--- config.mk ---
export PLATFORM = sky130hd
export DESIGN_NAME = key_sequence_trigger_detector_core
export DESIGN_NICKNAME = d
export VERILOG_FILES = /design/src/hdl/kstd_pkg.sv /design/src/hdl/key_sequence_trigger_detector_core.sv /design/src/hdl/kstd_cfg.sv /design/src/hdl/kstd_step.sv
export SDC_FILE = /design/constraint.sdc
export NUM_CORES = 1
export LEC_CHECK = 0
export ABC_CLOCK_PERIOD_IN_PS = 4370
export BUFFER_PORTS_ARGS = -buffer_cell sky130_fd_sc_hd__buf_2
export CORE_ASPECT_RATIO = 1.25
export CORE_MARGIN = 10
export CORE_UTILIZATION = 45
export CTS_CLUSTER_DIAMETER = 80
export DETAILED_ROUTE_END_ITERATION = 6
export GPL_ROUTABILITY_DRIVEN = 0
export GPL_TIMING_DRIVEN = 0
export PLACE_DENSITY_LB_ADDON = 0.05
export SYNTH_ARGS = -nofsm -noshare
export SYNTH_HDL_FRONTEND = slang
export SYNTH_SLANG_ARGS = --single-unit
--- constraint.sdc ---
create_clock -name clk -period 4.37 [get_ports clk]
set_input_delay 0.6555 -clock clk [delete_from_list [all_inputs] [get_ports clk]]
set_output_delay 0.6555 -clock clk [all_outputs]
set_load 0.01 [all_outputs]
--- src/hdl/kstd_pkg.sv ---
// Shared types, constants and helpers for the key sequence trigger detector.
`default_nettype none

package kstd_pkg;

    localparam int KEY_BITS     = 8;
    localparam int MAX_KEYS     = 8;
    localparam int POS_BITS     = 4;
    localparam int CNT_BITS     = 4;
    localparam int PAT_BITS     = 64;
    localparam int REACT_BITS   = 16;
    localparam int ELAPSED_BITS = 16;
    localparam int CFG_IDX_BITS = 2;
    localparam int CFG_DATA_BITS = 64;
    localparam int TIME_BITS_DEFAULT = 16;

    localparam int IN_TDATA_BITS  = 32;
    localparam int OUT_TDATA_BITS = 8;

    typedef enum logic [0:0] {
        CMD_KEY  = 1'b0,
        CMD_TICK = 1'b1
    } cmd_t;

    typedef enum logic [CFG_IDX_BITS-1:0] {
        REG_KEY_COUNT      = 2'd0,
        REG_KEY_PATTERN    = 2'd1,
        REG_REACTION_TICKS = 2'd2
    } reg_idx_t;

    // Configuration as seen by the datapath; the count is already clamped.
    typedef struct packed {
        logic [CNT_BITS-1:0]   count;
        logic [PAT_BITS-1:0]   pattern;
        logic [REACT_BITS-1:0] reaction;
    } cfg_t;

    typedef struct packed {
        cmd_t                    cmd;
        logic [KEY_BITS-1:0]     key_code;
        logic [ELAPSED_BITS-1:0] elapsed_ticks;
        logic                    pattern_key_held;
    } in_beat_t;

    typedef struct packed {
        logic [POS_BITS-1:0] position;
        logic                lockout;
    } match_state_t;

    typedef struct packed {
        logic                activated;
        logic [POS_BITS-1:0] match_position;
    } out_beat_t;

    function automatic logic [KEY_BITS-1:0] pattern_key(
        input logic [PAT_BITS-1:0] pat,
        input logic [2:0]          idx
    );
        return pat[{idx, 3'b000} +: KEY_BITS];
    endfunction

endpackage

`default_nettype wire

--- src/hdl/key_sequence_trigger_detector_core.sv ---
// Top level: input beat register, match state, result register and handshakes.
//
//  Channel   Direction  Handshake          Payload (lowest bit first)
//  s_axis    in         s_tvalid/s_tready  tuser: cmd; tdata: key_code, elapsed_ticks,
//                                          pattern_key_held
//  m_axis    out        m_tvalid/m_tready  tdata: activated, match_position
//  cfg       in         cfg_we             cfg_index, cfg_wdata (no read-back)
//
//  Each beat passes through two registers from acceptance to result: the input register,
//  where the step logic updates the match state, and then the result register.
//  A new beat is accepted every cycle while the result side keeps draining.
//  A stalled result holds the input register full; ready then drops on the input side.
//  Reset clears the match state, the lockout, the timer and both valid flags.
`default_nettype none

module key_sequence_trigger_detector_core
#(
    parameter int TIME_BITS = kstd_pkg::TIME_BITS_DEFAULT
)
(
    input  wire logic                                       clk,
    input  wire logic                                       rst_n,
    input  wire logic                                       s_tvalid,
    output logic                                            s_tready,
    // [7:0] key_code, [23:8] elapsed_ticks, [24] pattern_key_held, [31:25] zero
    input  wire logic [kstd_pkg::IN_TDATA_BITS-1:0]         s_tdata,
    // [0] cmd
    input  wire logic                                       s_tuser,
    output logic                                            m_tvalid,
    input  wire logic                                       m_tready,
    // [0] activated, [4:1] match_position, [7:5] zero
    output logic [kstd_pkg::OUT_TDATA_BITS-1:0]             m_tdata,
    input  wire logic                                       cfg_we,
    input  wire logic [kstd_pkg::CFG_IDX_BITS-1:0]          cfg_index,
    input  wire logic [kstd_pkg::CFG_DATA_BITS-1:0]         cfg_wdata
);

    kstd_pkg::cfg_t         cfg;
    kstd_pkg::in_beat_t     beat_reg;
    kstd_pkg::in_beat_t     beat_next;
    logic                   beat_valid_reg;
    kstd_pkg::match_state_t state_reg;
    kstd_pkg::match_state_t state_next;
    logic [TIME_BITS-1:0]   time_left_reg;
    logic [TIME_BITS-1:0]   time_left_next;
    kstd_pkg::out_beat_t    result_next;
    kstd_pkg::out_beat_t    result_reg;
    logic                   result_valid_reg;
    logic                   advance;
    logic                   fire;

    kstd_cfg u_cfg
    (
        .clk       (clk),
        .rst_n     (rst_n),
        .cfg_we    (cfg_we),
        .cfg_index (cfg_index),
        .cfg_wdata (cfg_wdata),
        .cfg       (cfg)
    );

    kstd_step #(.TIME_BITS(TIME_BITS)) u_step
    (
        .cfg           (cfg),
        .beat          (beat_reg),
        .state_cur     (state_reg),
        .time_left_cur (time_left_reg),
        .state_nxt     (state_next),
        .time_left_nxt (time_left_next),
        .result        (result_next)
    );

    // The result register can take a new beat when empty or being drained.
    assign advance  = !result_valid_reg || m_tready;
    assign fire     = beat_valid_reg && advance;
    assign s_tready = !beat_valid_reg || advance;

    always_comb
    begin
        beat_next.cmd              = kstd_pkg::cmd_t'(s_tuser);
        beat_next.key_code         = s_tdata[7:0];
        beat_next.elapsed_ticks    = s_tdata[23:8];
        beat_next.pattern_key_held = s_tdata[24];
    end

    always_ff @(posedge clk or negedge rst_n)
    begin
        if (!rst_n)
        begin
            beat_valid_reg   <= 1'b0;
            result_valid_reg <= 1'b0;
            state_reg        <= '0;
            time_left_reg    <= '0;
        end
        else
        begin
            if (s_tready)
                beat_valid_reg <= s_tvalid;
            if (advance)
                result_valid_reg <= beat_valid_reg;
            if (fire)
            begin
                state_reg     <= state_next;
                time_left_reg <= time_left_next;
            end
        end
    end

    always_ff @(posedge clk)
    begin
        if (s_tready && s_tvalid)
            beat_reg <= beat_next;
        if (fire)
            result_reg <= result_next;
    end

    assign m_tvalid = result_valid_reg;
    assign m_tdata  = {3'b000, result_reg.match_position, result_reg.activated};

endmodule

`default_nettype wire

--- src/hdl/kstd_cfg.sv ---
// Configuration registers with key count clamping.
`default_nettype none

module kstd_cfg
(
    input  wire logic                                   clk,
    input  wire logic                                   rst_n,
    input  wire logic                                   cfg_we,
    input  wire logic [kstd_pkg::CFG_IDX_BITS-1:0]      cfg_index,
    input  wire logic [kstd_pkg::CFG_DATA_BITS-1:0]     cfg_wdata,
    output kstd_pkg::cfg_t                              cfg
);

    logic [kstd_pkg::CNT_BITS-1:0]   key_count_reg;
    logic [kstd_pkg::PAT_BITS-1:0]   key_pattern_reg;
    logic [kstd_pkg::REACT_BITS-1:0] reaction_reg;

    always_ff @(posedge clk or negedge rst_n)
    begin
        if (!rst_n)
        begin
            key_count_reg   <= kstd_pkg::CNT_BITS'(1);
            key_pattern_reg <= '0;
            reaction_reg    <= '0;
        end
        else if (cfg_we)
        begin
            unique case (kstd_pkg::reg_idx_t'(cfg_index))
                kstd_pkg::REG_KEY_COUNT:
                    key_count_reg <= cfg_wdata[kstd_pkg::CNT_BITS-1:0];
                kstd_pkg::REG_KEY_PATTERN:
                    key_pattern_reg <= cfg_wdata[kstd_pkg::PAT_BITS-1:0];
                kstd_pkg::REG_REACTION_TICKS:
                    reaction_reg <= cfg_wdata[kstd_pkg::REACT_BITS-1:0];
                default:
                    ;
            endcase
        end
    end

    // A count of zero behaves as one, anything above the pattern size as the size.
    always_comb
    begin
        cfg.pattern  = key_pattern_reg;
        cfg.reaction = reaction_reg;
        if (key_count_reg == '0)
            cfg.count = kstd_pkg::CNT_BITS'(1);
        else if (key_count_reg > kstd_pkg::CNT_BITS'(kstd_pkg::MAX_KEYS))
            cfg.count = kstd_pkg::CNT_BITS'(kstd_pkg::MAX_KEYS);
        else
            cfg.count = key_count_reg;
    end

endmodule

`default_nettype wire

--- src/hdl/kstd_step.sv ---
// Next-state and result logic for one key or tick beat.
`default_nettype none

module kstd_step
#(
    parameter int TIME_BITS = kstd_pkg::TIME_BITS_DEFAULT
)
(
    input  wire kstd_pkg::cfg_t        cfg,
    input  wire kstd_pkg::in_beat_t    beat,
    input  wire kstd_pkg::match_state_t state_cur,
    input  wire logic [TIME_BITS-1:0]  time_left_cur,
    output kstd_pkg::match_state_t     state_nxt,
    output logic [TIME_BITS-1:0]       time_left_nxt,
    output kstd_pkg::out_beat_t        result
);

    logic [2:0]                    cur_idx;
    logic [2:0]                    prev_idx;
    logic [kstd_pkg::KEY_BITS-1:0] cur_key;
    logic [kstd_pkg::KEY_BITS-1:0] prev_key;
    logic [TIME_BITS-1:0]          reload_val;
    logic [TIME_BITS-1:0]          elapsed;
    logic                          full_match;
    logic                          partial;
    logic                          blocked;
    logic                          activated;

    always_comb
    begin
        cur_idx    = state_cur.position[2:0];
        prev_idx   = cur_idx - 3'd1;
        cur_key    = kstd_pkg::pattern_key(cfg.pattern, cur_idx);
        prev_key   = kstd_pkg::pattern_key(cfg.pattern, prev_idx);
        reload_val = TIME_BITS'(cfg.reaction);
        elapsed    = TIME_BITS'(beat.elapsed_ticks);
        full_match = (state_cur.position >= cfg.count);
        partial    = (state_cur.position != '0);
        blocked    = state_cur.lockout && beat.pattern_key_held;

        state_nxt     = state_cur;
        time_left_nxt = time_left_cur;
        activated     = 1'b0;

        unique case (beat.cmd)
            kstd_pkg::CMD_KEY:
            begin
                if (!full_match)
                begin
                    if (cur_key == beat.key_code)
                    begin
                        state_nxt.position = state_cur.position + kstd_pkg::POS_BITS'(1);
                        time_left_nxt      = reload_val;
                    end
                    else if (partial && (prev_key != beat.key_code))
                    begin
                        state_nxt.position = '0;
                        time_left_nxt      = reload_val;
                    end
                end
            end
            kstd_pkg::CMD_TICK:
            begin
                if (!blocked)
                begin
                    state_nxt.lockout = 1'b0;
                    if (full_match)
                    begin
                        state_nxt.position = '0;
                        state_nxt.lockout  = 1'b1;
                        activated          = 1'b1;
                    end
                    else if (partial)
                    begin
                        if (elapsed >= time_left_cur)
                        begin
                            state_nxt.position = '0;
                            time_left_nxt      = reload_val;
                        end
                        else
                        begin
                            time_left_nxt = time_left_cur - elapsed;
                        end
                    end
                end
            end
            default:
                ;
        endcase

        result.activated      = activated;
        result.match_position = state_nxt.position;
    end

endmodule

`default_nettype wire

==> impl_metrics.json, run 1 <==
{
  "status": "complete, no violations",
  "p_leak_nw": 3.79,
  "required_ns": 4.70,
  "grt_use_total_pct": 17.6,
  "rows": 52,
  "seq_area_um2": 3610,
  "multi_input_area_um2": 3580,
  "post_drt_wl_per_cell_um": 20.5,
  "postCtsHoldBufs": 0,
  "final_cell_mix": "107 x buf_2, 106 x dfrtp_1, 85 x mux2_2, 31 x xnor2_1, 31 x edfxtp_1",
  "yosysTopAreaCell": "dfrtp_1",
  "arrival_ns": 4.46,
  "cts_num_sinks": 138,
  "drtPass1Iterations": 5,
  "fillCellCount": 1370,
  "max_slew_margin_pct": 48.5,
  "syn_area_um2": 7450,
  "pwr_density_cell_nw_per_um2": 585,
  "cts_made_buffers": 17,
  "slowest_delay_ns": 0.41,
  "drt-total-wl_mm": 19.1,
  "critical_path.max_fanout": 10,
  "critical_path_class": "reg2reg",
  "drv_slew": 0,
  "layout_min_cycle_time_ns": 4.13,
  "drt_iter0_drc": 344,
  "area_growth_pct": 18.4,
  "worstSetupStartpointType": "flop",
  "final_area_um2": 8820,
  "place_hpwl_mm": 14.7,
  "drive_gt1_share_pct": 37.4,
  "async_flop_share_pct": 77.5,
  "tns_ns": 0,
  "h-tree-depth": 4,
  "path_cells": "clkbuf_2 -> clkbuf_4 -> inv_1 -> ha_1 -> clkbuf_2 -> buf_2 -> mux4_2 -> xnor2_1 -> nand4_1 -> o22ai_1 -> o211a_1 -> a31o_1 -> buf_6 -> buf_2 -> nand2_1 -> o21ai_0",
  "setup_viol": 0,
  "antenna_cells": 0,
  "fin_nets": 831,
  "slowest_stage": "dfrtp_1",
  "insertion_delay_ns": 0.43,
  "largest_register_ffs": 64,
  "io_buffers": 103,
  "min-delay-path-class": "in2async",
  "ys_warn_count": 0,
  "dpl_cell_area_um2": 8270,
  "ys_ff_latch": 138,
  "die_x_um": 135,
  "grt_remaining_overflow": 0,
  "vdd_ir_drop_max_mv": 0.302,
  "rsz0062_at_grt": "false",
  "die_area_um2": 22100,
  "drc": 0,
  "hold_viol_final": 0,
  "grt_max_degree": 74,
  "netlist_top_cells_area": "dfrtp_1 36%, mux2_2 13%, edfxtp_1 13%, mux4_2 8.2%, ha_1 3.7%",
  "crit-reg2reg-launch": "state_reg[2]",
  "clock_path_buffers": 2,
  "synth.avg_cell_area_um2": 12.9,
  "die_h_um": 164,
  "synth_top_area_share_pct": 35.6,
  "synth-main-ff-cell": "dfrtp_1",
  "tritoncts": "done",
  "synthCells": 579,
  "start_util_pct": 46.0,
  "critPathCaptureType": "flop",
  "io-pin-count": 114,
  "final_antenna_net_count": 0,
  "synth_edf_count": 31,
  "reg2reg_slack_ns": 0.24,
  "core_um2": 16200,
  "fin_skew_ns": 0.0162,
  "netlist-cell-type-count": 54,
  "post-route-period-util_pct": 94.5,
  "drv_cap": 0,
  "final_common_cell": "buf_2",
  "final_util_pct": 54.4,
  "clock-root-buffer": "clkbuf_16",
  "clkTransAtPathRegs_ns": 0.06,
  "timing.fmax_mhz": 242,
  "vias_per_cell": 5.57,
  "ys_seq_area_share_pct": 48.5,
  "tightest_slew_ns": 0.770,
  "ff2ff_path_depth": 16,
  "grt_pass1_vias": 5634,
  "grt_pass1_wl_mm": 30.1,
  "crit_start": "state_reg[2]",
  "via_count": 5201,
  "antenna_found_initial": 0
}
==> per-layer routing <==
layer | part of all wire (%) | up-vias | track usage (%)
li1 | - | 2395 | -
met1 | 39 | 2607 | 19.9
met2 | 53 | 168 | 30.7
met3 | 5.3 | 31 | 4.34
met4 | 2.9 | 0 | 8.09
met5 | 0 | - | 0
==> metrics by stage <==
stage               setup WS, ns  cells  power (mW)  hold WS [ns]
floorplan                  0.782    581        3.30         0.360
global placement          -0.576    900        3.78         0.466
detailed placement        -0.619    901        3.84         0.475
CTS                        0.134    933        5.20         0.198
global route              0.0171    933        5.49         0.217
finish                     0.238    933        5.16         0.192
==> final timing paths <==
check	endpoint
worst max-delay path	time_left_reg[9]
min in group clk	beat_reg[24]
worst max register to register	time_left_reg[9]
worst min register to register	time_left_reg[5]
worst min-delay path	time_left_reg[4]
max in group asynchronous	u_cfg.key_count_reg[0]
==> critical path, delay by kind of cell, from the launching register on <==
kind            cells  cell delay [ns]
compound gates      4             0.71
simple gates        2             0.29
flops               1             0.41
buf+inv             7             1.77
xor+xnor            1             0.19
fa+ha+maj           1             0.28
mux                 1             0.36
==> power breakdown <==
group	internal [mW]	switching [mW]	total (mW)
Sequential	1.60	0.186	1.78
Clock	0.737	0.593	1.33
Combinational	0.984	1.06	2.05
Total	3.32	1.84	5.16
==> cells in the mapped netlist, types with 2 or more instances <==
| library cell | count |
|---|---|
| o31ai_1 | 2 |
| xor2_1 | 2 |
| a21oi_1 | 22 |
| a211oi_1 | 5 |
| o211ai_1 | 4 |
| mux2i_1 | 17 |
| nand4_1 | 8 |
| o21ai_0 | 28 |
| buf_6 | 2 |
| mux4_2 | 27 |
| and2_1 | 2 |
| dfrtp_1 | 106 |
| or3_1 | 4 |
| nand2b_1 | 8 |
| a31oi_1 | 2 |
| nor2b_1 | 4 |
| nor3b_1 | 2 |
| and3_1 | 3 |
| nor4_4 | 2 |
| o21a_1 | 6 |
| nand3b_1 | 4 |
| edfxtp_1 | 31 |
| buf_2 | 4 |
| nor2_1 | 17 |
| o31a_1 | 5 |
| inv_1 | 29 |
| mux2_2 | 85 |
| nand3_1 | 9 |
| nand2_1 | 29 |
| buf_1 | 2 |
| ha_1 | 22 |
| buf_4 | 4 |
| clkbuf_1 | 13 |
| a21o_1 | 6 |
| nor3_1 | 7 |
| o211a_1 | 2 |
| mux4_1 | 5 |
| nor4_1 | 2 |
| o22ai_1 | 2 |
| xnor2_1 | 31 |
==> logic make-up after synthesis <==
kind of cell	share of synthesized area [%]
AND/OR/NAND/NOR	7.56
AO/OA/AOI/OAI	7.48
XOR/XNOR	3.88
adder cells (fa/ha/maj)	3.97
flip-flops	48.5
multiplexers	25.1
buffers and inverters	3.53
other	0.0504
==> cell type report <==
cell class / count / area share [%]
clock buffer: 18 / 4.87
tap: 216 / 3.06
buffer: 27 / 1.82
inverter: 29 / 1.23
multi-input combinational: 387 / 40.6
sequential: 138 / 40.9
timing repair buffer: 104 / 6.19
clock inverter: 14 / 1.28
==> repair_timing <==
item / CTS / global route
setup endpoints to repair: 24 / 10
resized for setup: 3 / 2
buffers inserted: 0 / 0
No activity file was read; power rests on OpenSTA's default activity.
==> inputs of run 2 (changes only) <==
Settings changed: SETUP_SLACK_MARGIN set to 0.3.
==> run 2 against run 1 <==
Final area is 0.11% higher. Clock skew shrank 0.0032 ns. Maximum frequency rose by 8.5%. Via count is 0.27% lower.
==> impl_metrics.json, run 2 (same netlist as run 1, synthesis figures left out) <==
{
  "crit_start": "state_reg[2]",
  "post-route-period-util_pct": 87.2,
  "area_growth_pct": 18.6,
  "rows": 52,
  "grt_use_total_pct": 17.6,
  "min-delay-path-class": "in2async",
  "place_hpwl_mm": 14.7,
  "cp_num_buf_inv": 7,
  "slowest_delay_ns": 0.41,
  "vdd_ir_drop_max_mv": 0.301,
  "start_util_pct": 46.0,
  "ff2ff_path_depth": 16,
  "final_cell_mix": "106 x dfrtp_1, 104 x buf_2, 85 x mux2_2, 31 x xnor2_1, 31 x edfxtp_1",
  "critical_path_class": "reg2reg",
  "fin_nets": 831,
  "die_area_um2": 22100,
  "setup_viol": 0,
  "layout_min_cycle_time_ns": 3.81,
  "fin_skew_ns": 0.0130,
  "required_ns": 4.70,
  "finalPower_mw": 5.17,
  "tritoncts": "done",
  "post_drt_wl_per_cell_um": 20.4,
  "drc": 0,
  "multi_input_area_um2": 3580,
  "antenna_cells": 0,
  "crit-reg2reg-launch": "state_reg[2]",
  "status": "complete, no violations",
  "reg2reg_to": "time_left_reg[9]",
  "die_h_um": 164,
  "insertion_delay_ns": 0.43,
  "reg2reg_slack_ns": 0.56,
  "arrival_ns": 4.14,
  "tightest_slew_ns": 0.851,
  "drv_slew": 0,
  "final_util_pct": 54.5,
  "critPathCaptureType": "flop",
  "hold_viol_final": 0,
  "largest_register_ffs": 64,
  "cts_num_sinks": 138,
  "clock-root-buffer": "clkbuf_16",
  "rsz0062_at_grt": "false",
  "grt_max_degree": 74,
  "grt_pass1_wl_mm": 30.1,
  "die_x_um": 135,
  "core_um2": 16200,
  "final_common_cell": "dfrtp_1",
  "clock_path_buffers": 2,
  "critPathTopFamily": "buffers and inverters",
  "final_antenna_net_count": 0,
  "max_slew_margin_pct": 43.2,
  "grt_pass1_vias": 5632,
  "worstSetupStartpointType": "flop",
  "critical_path.max_fanout": 10,
  "seq_area_um2": 3610,
  "drv_cap": 0,
  "drt-total-wl_mm": 19.0,
  "p_leak_nw": 3.79,
  "clkTransAtPathRegs_ns": 0.06,
  "antenna_found_initial": 0,
  "cts_made_buffers": 17,
  "vias_per_cell": 5.56,
  "timing.fmax_mhz": 263,
  "path_cells": "clkbuf_4 -> buf_4 -> inv_1 -> ha_1 -> clkbuf_2 -> buf_4 -> mux4_2 -> xnor2_1 -> nand4_1 -> o22ai_1 -> o211a_1 -> a31o_1 -> buf_6 -> clkbuf_4 -> nand2_1 -> o21ai_0",
  "drt_iter0_drc": 352,
  "io_buffers": 103,
  "drtPass1Iterations": 5,
  "slowest_stage": "dfrtp_1",
  "grt_remaining_overflow": 0,
  "h-tree-depth": 4,
  "pwr_density_cell_nw_per_um2": 585,
  "drive_gt1_share_pct": 37.4,
  "fillCellCount": 1367,
  "io-pin-count": 114,
  "via_count": 5187
}
==> run 2: cell type report <==
cell class              count  share of cell area, %
multi-input cells         387                   40.6
clock inverters            14                   1.28
inverters                  29                   1.23
well taps                 216                   3.06
flip-flops and latches    138                   40.9
clock buffers              18                   4.86
plain buffers              27                   1.93
repair buffers            104                   6.18
==> run 2: report_power, final <==
group | total, mW | leakage [nW] | switching [mW] | internal, mW
clock network | 1.33 | 0.268 | 0.592 | 0.737
logic | 2.05 | 1.96 | 1.06 | 0.992
registers | 1.78 | 1.57 | 0.185 | 1.60
==> run 2: routing by layer <==
| layer | vias to the layer above | part of all wire, % | global-route usage (%) |
|---|---|---|---|
| met5 | - | 0 | 0 |
| met4 | 0 | 2.9 | 8.09 |
| met3 | 33 | 4.9 | 4.37 |
| met2 | 150 | 53 | 30.6 |
| met1 | 2608 | 39 | 19.9 |
| li1 | 2396 | - | - |
==> run 2: timing repair <==
item / 4_1_cts / 5_1_grt
endpoints found under the setup margin: 24 / 13
gates resized for setup: 5 / 5
setup buffers: 0 / 0
hold buffers: 0 / 0
==> run 2: stage by stage <==
stage | cell area [um^2] | std cells | setup TNS [ns] | setup slack (ns) | hold WS, ns
after CTS | 8820 | 933 | 0 | 0.325 | 0.198
after global routing | 8830 | 933 | 0 | 0.326 | 0.217
after global placement | 8240 | 900 | -9.84 | -0.576 | 0.466
final | 8830 | 933 | 0 | 0.561 | 0.191
after floorplan | 7450 | 581 | 0 | 0.782 | 0.360
after detailed placement | 8270 | 901 | -10.79 | -0.619 | 0.475
==> run 2: how the worst max path moves through the flow <==
stage,endpoint,depth (start not counted),slack (ns)
finish,time_left_reg[9],16,0.56
CTS,time_left_reg[6],16,0.32
detailed placement,time_left_reg[6],16,-0.62
floorplan,time_left_reg[10],14,0.78
global route,time_left_reg[9],16,0.33
global placement,time_left_reg[0],15,-0.58
